`src/hw/rtl/sdc_pkg.sv`:
```
// ----------------------------------------------------------------------------
// sdc_pkg
// Types, constants and helper functions shared by the straight dock controller.
// ----------------------------------------------------------------------------
package sdc_pkg;

   typedef enum logic [2:0] {
      ST_IDLE,
      ST_ROTATE,
      ST_MULTIPLY,
      ST_DRAIN,
      ST_DECIDE
   } state_type;

   typedef struct packed {
      logic       load;
      logic       rot_en;
      logic [3:0] rot_idx;
      logic       mul_en;
      logic [2:0] mul_idx;
      logic       commit;
   } cmd_type;

   typedef struct packed {
      logic skip;
      logic out_busy;
   } stat_type;

   localparam logic [2:0] STS_MOVING   = 3'd0;
   localparam logic [2:0] STS_ARRIVED  = 3'd1;
   localparam logic [2:0] STS_OFFTRACK = 3'd2;
   localparam logic [2:0] STS_STALLED  = 3'd3;
   localparam logic [2:0] STS_TIMEOUT  = 3'd4;
   localparam logic [2:0] STS_ABORT    = 3'd5;
   localparam logic [2:0] STS_IDLE     = 3'd6;

   localparam logic [2:0] CSR_GOAL_TOL      = 3'd0;
   localparam logic [2:0] CSR_FINAL_YAW_TOL = 3'd1;
   localparam logic [2:0] CSR_LAT_TOL       = 3'd2;
   localparam logic [2:0] CSR_YAW_TOL       = 3'd3;
   localparam logic [2:0] CSR_PROG_EPS      = 3'd4;
   localparam logic [2:0] CSR_MAX_SPEED     = 3'd5;
   localparam logic [2:0] CSR_TIMEOUT       = 3'd6;
   localparam logic [2:0] CSR_STALL         = 3'd7;

   localparam logic [2:0] MUL_C_DX  = 3'd0;
   localparam logic [2:0] MUL_S_DY  = 3'd1;
   localparam logic [2:0] MUL_C_DY  = 3'd2;
   localparam logic [2:0] MUL_S_DX  = 3'd3;
   localparam logic [2:0] MUL_DX_DX = 3'd4;
   localparam logic [2:0] MUL_DY_DY = 3'd5;
   localparam logic [2:0] MUL_GSQ   = 3'd6;

   localparam logic [3:0] ROT_LAST = 4'd15;

   localparam logic signed [20:0] PI_Q16      = 21'sd205887;
   localparam logic signed [20:0] NEG_PI_Q16  = -21'sd205887;
   localparam logic signed [20:0] HALF_PI_Q16 = 21'sd102944;
   localparam logic signed [20:0] NEG_HALF_PI = -21'sd102944;
   localparam logic signed [20:0] TWO_PI_Q16  = 21'sd411775;
   localparam logic signed [32:0] CORDIC_K    = 33'sd652032874;
   localparam logic [31:0]        MIN_SPEED   = 32'd1311;

   function automatic logic [15:0] atan_q16(input logic [3:0] i);
      logic [15:0] r;
      case (i)
         4'd0:  r = 16'd51472;
         4'd1:  r = 16'd30386;
         4'd2:  r = 16'd16055;
         4'd3:  r = 16'd8150;
         4'd4:  r = 16'd4091;
         4'd5:  r = 16'd2047;
         4'd6:  r = 16'd1024;
         4'd7:  r = 16'd512;
         4'd8:  r = 16'd256;
         4'd9:  r = 16'd128;
         4'd10: r = 16'd64;
         4'd11: r = 16'd32;
         4'd12: r = 16'd16;
         4'd13: r = 16'd8;
         4'd14: r = 16'd4;
         4'd15: r = 16'd2;
         default: r = 16'd0;
      endcase
      return r;
   endfunction

   function automatic logic signed [20:0] wrap_angle(input logic signed [20:0] a);
      logic signed [20:0] r;
      r = a;
      if (r > PI_Q16) r = r - TWO_PI_Q16;
      if (r > PI_Q16) r = r - TWO_PI_Q16;
      if (r < NEG_PI_Q16) r = r + TWO_PI_Q16;
      if (r < NEG_PI_Q16) r = r + TWO_PI_Q16;
      return r;
   endfunction

endpackage

```
`src/hw/rtl/sdc_ctrl.sv`:
```
// ----------------------------------------------------------------------------
// sdc_ctrl
// Sequencer: rotation iterations, multiply steps, decision and output commit.
// ----------------------------------------------------------------------------
module sdc_ctrl (
   input  logic              clock,
   input  logic              reset,
   input  logic              req_valid,
   output logic              req_stall,
   input  sdc_pkg::stat_type stat,
   output sdc_pkg::cmd_type  cmd
);
   import sdc_pkg::*;

   state_type  state_ff, state_in;
   logic [3:0] cnt_ff, cnt_in;

   always_ff @(posedge clock) begin
      if (reset) begin
         state_ff <= ST_IDLE;
         cnt_ff   <= '0;
      end else begin
         state_ff <= state_in;
         cnt_ff   <= cnt_in;
      end
   end

   always_comb begin
      state_in    = state_ff;
      cnt_in      = cnt_ff;
      cmd         = '0;
      cmd.rot_idx = cnt_ff;
      cmd.mul_idx = cnt_ff[2:0];
      req_stall   = (state_ff != ST_IDLE);
      case (state_ff)
         ST_IDLE: begin
            if (req_valid) begin
               cmd.load = 1'b1;
               cnt_in   = '0;
               state_in = stat.skip ? ST_DECIDE : ST_ROTATE;
            end
         end
         ST_ROTATE: begin
            cmd.rot_en = 1'b1;
            cnt_in     = cnt_ff + 4'd1;
            if (cnt_ff == ROT_LAST) begin
               cnt_in   = '0;
               state_in = ST_MULTIPLY;
            end
         end
         ST_MULTIPLY: begin
            cmd.mul_en = 1'b1;
            cnt_in     = cnt_ff + 4'd1;
            if (cnt_ff[2:0] == MUL_GSQ) begin
               cnt_in   = '0;
               state_in = ST_DRAIN;
            end
         end
         ST_DRAIN: begin
            state_in = ST_DECIDE;
         end
         ST_DECIDE: begin
            if (!stat.out_busy) begin
               cmd.commit = 1'b1;
               state_in   = ST_IDLE;
            end
         end
         default: begin
            state_in = ST_IDLE;
         end
      endcase
   end

endmodule

```
`config.mk`:
```
export PLATFORM = sky130hd
export DESIGN_NAME = sdc_ctrl
export DESIGN_NICKNAME = d
export VERILOG_FILES = /design/src/hw/rtl/sdc_pkg.sv /design/src/hw/rtl/sdc_ctrl.sv
export SDC_FILE = /design/constraint.sdc
export NUM_CORES = 1
export LEC_CHECK = 0
export ABC_AREA = 1
export BUFFER_PORTS_ARGS = -buffer_cell sky130_fd_sc_hd__buf_2
export CAP_MARGIN = 10
export CELL_PAD_IN_SITES_DETAIL_PLACEMENT = 0
export CELL_PAD_IN_SITES_GLOBAL_PLACEMENT = 1
export CORE_AREA = 2 2 40 52
export CTS_CLUSTER_SIZE = 28
export DETAILED_ROUTE_END_ITERATION = 10
export DIE_AREA = 0 0 42 54
export PLACE_DENSITY_LB_ADDON = 0.12
export SLEW_MARGIN = 20
export SYNTH_ARGS = -nofsm -noshare
export SYNTH_HDL_FRONTEND = slang
export SYNTH_SLANG_ARGS = --single-unit
export TNS_END_PERCENT = 10
```
`constraint.sdc`:
```
create_clock -name clock -period 1.62 [get_ports clock]
set_clock_uncertainty 0.2 [all_clocks]
set_input_delay 0.486 -clock clock [delete_from_list [all_inputs] [get_ports clock]]
set_output_delay 0.486 -clock clock [all_outputs]
set_load 0.005 [all_outputs]
```
# Word level (Yosys, flattened, before mapping)
# Index checks and enable logic that the tools add are counted.
# W data, S select, Z words.
[totals] regBits=7 inputBits=5 out_inout_bits=12 word_cells=34
[op_classes] addsub=1 eq_ne=10 n_mux=16 n_reduce_logical=5
[op_table] operator="$mux W3" n=5
[op_table] operator="$pmux W3 S5" n=1
[op_table] operator="$mux W4" n=3
[op_table] operator="$pmux W4 S3" n=1
[op_table] operator="$ne A2 B2 Y1 const B" n=4
[op_table] operator="$eq A3 B2 Y1 const B" n=2
[op_table] operator="$eq A3 B3 Y1 const B" n=2
[op_table] operator="$mux W1" n=6
[op_table] operator="$reduce_bool A3 Y1" n=2
[op_table] operator="$add A4 B1 Y4 const B" n=1
[op_table] operator="$eq A4 B4 Y1 const B" n=1
[op_table] operator="$reduce_and A4 Y1" n=1
[op_table] operator="$eq A3 B1 Y1 const B" n=1
[op_table] operator="$logic_not A3 Y1" n=1
[op_table] operator="$reduce_and A2 Y1" n=1

# Depth between registers and ports, before layout
[logic_depth] word_depth=3 mapped_depth=9 mapped_depth_nobuf=9

# Worst setup path before layout
# Ideal clock, no wire load.
[synth_timing] path_type="register to register" startpoint="register cnt_ff[0]" endpoint="register cnt_ff[1]" setup_time_ns=0.120 t_arrival_ns=1.153 required_ns=1.300 setup_slack_ns=0.147 stages_incl_launch_ff=6 n_path_buf=0 synth_period_minus_slack_ns=1.473 path_cell_list="dfxtp_1 -> inv_1 -> ha_1 -> or2_2 -> a21oi_1 -> a21oi_1"
[synth_via] elab_chain_len=3 elab_cells_between_ends=6 classes_between="1 x add/sub; 2 x eq/ne; 3 x mux"
[synth_lines] item="start: declaration" line_no="sdc_ctrl.sv:16" rtl="logic [3:0] cnt_ff, cnt_in;"
[synth_lines] item="start signal: assignment" line_no="sdc_ctrl.sv:24" rtl="cnt_ff <= cnt_in;"
[synth_lines] item="$add A4 B1 Y4 (tied with other cells)" line_no="sdc_ctrl.sv:45, sdc_ctrl.sv:53"
[synth_lines] item="$mux W4 (on tied branches)" line_no="sdc_ctrl.sv:54, sdc_ctrl.sv:46"
[synth_lines] item="$pmux W4 S3 *" line_no="sdc_ctrl.sv:35" rtl="case (state_ff)"
# Every way passes the cells marked *; elsewhere a longest branch is shown, timed or not.
# A chain may end at the register's enable or synchronous reset.

==> results.yml <==
status:
  outcome: "finished, violations left"
  violations: "setup timing"
timing:
  rsz0062_at_grt: "yes"
  whs_ps: 221
  max_freq_ghz: 0.584
  setup_ws_ps: -91.3
  post-route-min-period_ps: 1710
  finalHoldViolations: 0
  fin_crit_sh: 1.06
  setup_viol: 4
  drv_slew: 0
  worstMarginPinSlew_ps: 234
  slew_headroom: 0.844
critical_path:
  startpoint_type: "flip-flop"
  worstPathMaxFanout: 5
  criticalPathCategory: "flip-flop to output port"
  crit_arrival_ps: 1030
  r2r_cells: 5
  r2r_slack_ps: 130
  endpoint_kind: "output port"
  rr_endpoint: "cnt_ff[1]$_SDFFE_PP0P_"
  reg2reg_from: "cnt_ff[0]$_SDFFE_PP0P_"
  cp.required_ps: 930
die:
  chipHeight_um: 54
  start_util: 0.299
  die-area_mm2: 0.00227
  row_count: 18
  pin_count: 17
  die_w_um: 42
  core_mm2: 0.00182
global_routing:
  grt-ovfl-total: 0
  grt_pass1_vias: 541
  grtUsageTotal: 0.130
  grt_antenna_before_repair: 0
  grt_first_pass_wirelength_um: 2150
  grt_max_degree: 8
yosys:
  yosys.cell_count.top_type: "nor2_1"
  synth_nets: 93
  ys_seq_elements: 7
  syn-cell-area_um2: 546
  yosys.cell_types.count: 19
  async_flop_share: 0
  synth_top_area_share: 0.257
  ys.flop_type: "dfxtp_1"
  synth_cells: 85
  synth_area_leaders: "dfxtp_1 26%, nor2_1 11%, nand2_1 10%"
  avgSynthCellArea_um2: 6.42
  synth-edff-count: 0
  synth_top_area_cell: "dfxtp_1"
  synth_commonest_cells: "16 x nor2_1, 15 x nand2_1, 11 x inv_1"
  ys.warnings.count: 0
  ys_seq_area_frac: 0.257
detailed_routing:
  vias: 582
  routed_via_density: 4.51
  postRouteAntennaNets: 0
  first_pass_iters: 3
  drc_errors: 0
  dr.first_iter.drc_count: 3
  post_drt_wl_per_cell_um: 10.5
  wl_um: 1350
final_layout:
  area_growth_pct: 38.1
  layout-drive-gt1-share: 0.450
  antenna_cells: 0
  final_area_um2: 753
  utilization: 0.413
  fillCellCount: 217
  fin_nets: 118
clocking:
  cts.sinks: 7
  tritoncts: "done"
  clock_path_buffers: 2
  clk_pin_slew_worst_paths_ps: 50
  cts_buffers: 3
  root_buffer: "clkbuf_4"
  htree_num_levels: 1
  clock_latency_ps: 250
  postCtsHoldBufs: 0
min_path:
  hold_path_depth: 2
  min_from: "reset"
  min_to: "cnt_ff[3]$_SDFFE_PP0P_"
  holdCritPathClass: "input port to flip-flop"
power:
  p_leak_uw: 0.000393
  ir_worst_vdd_uv: 901
  pwr_density_cell_mw_per_mm2: 1510
placement:
  dpl.hpwl_um: 1100
  io_buffer_count: 16
  gp_congestion: 0.709
  dpl_cell_area_um2: 673
run:
  maxCapViolCount: 0
state kept, by name, indices dropped and copies added (netlist names):
| register | flops |
|---|---|
| cnt_ff | 4 |
| state_ff | 3 |
worst max path at each step:
stage,from,endpoint,slack [ps]
after floorplan,cnt_ff[0]$_SDFFE_PP0P_,cnt_ff[1]$_SDFFE_PP0P_,150
after global placement,stat[0],cmd[0],50
after detailed placement,cnt_ff[0]$_SDFFE_PP0P_,cnt_ff[1]$_SDFFE_PP0P_,40
after CTS,state_ff[1]$_SDFFE_PP0P_,cmd[0],-80
after global routing,state_ff[1]$_SDFFE_PP0P_,cmd[0],-160
final,state_ff[0]$_SDFFE_PP0P_,cmd[0],-90
final cells by class:
class                           count  area [um2]  area share
Clock buffer                        4        26.3      0.0349
Sequential cell                     7         154       0.204
Timing Repair Buffer               23         139       0.184
Inverter                           13        48.8      0.0648
Tap cell                           20        25.0      0.0332
Multi-Input combinational cell     62         360       0.478
power by group:
group	internal [uW]	leakage, uW	switching [uW]
logic	303	0.000318	374
clock network	94.0	0.0000150	64.4
registers	230	0.0000600	69.5
metrics by stage:
step	instances	worst slack, ps	TNS [ps]	total power (uW)
finish	129	-91.3	-247	1130
global route	129	-155	-672	1260
CTS	129	-81.6	-297	1100
detailed placement	124	41.1	0	900
global placement	124	53.3	0	901
floorplan	85	147	0	693
cell usage in the layout (no fill, tap or decap), types with 2 or more instances in the layout:
master and instances:
nand3_2 2, o21ai_0 2, inv_1 10, buf_2 15, dfxtp_4 3, nor2_4 3, dfxtp_1 2, inv_2 3
nand2_1 14, nand3_1 7, nand2_2 3, ha_1 2, dfxtp_2 2, nand2_4 2, clkbuf_4 3, nor2_1 16
a21oi_1 5, buf_4 7
kinds of logic after synthesis:
kind of cell | Yosys count | synth area share
XOR/XNOR | 1 | 0.0161
AND/OR/NAND/NOR | 50 | 0.447
flip-flops | 7 | 0.257
buffers and inverters | 16 | 0.131
AO/OA/AOI/OAI | 8 | 0.0803
adder cells (fa/ha/maj) | 3 | 0.0688
per-layer routing:
layer,wire [um],up-vias,GRT usage
met4,0,0,0.0323
met1,517,262,0.123
met5,0,-,0
li1,-,308,-
met2,765,12,0.260
met3,71,0,0.0503
critical path: stages, from the launching register on:
cell,delay (ps)
dfxtp_2,360
nor4_2,270
buf_2,150
repair_timing:
action	4_1_cts	5_1_grt
gates resized for setup	5	11
setup endpoints to repair	5	13
pin swaps	2	0
cloned	0	0
buffers inserted	1	0
endpoints found under the hold margin	0	0
Power figures use the tool's default switching activity.
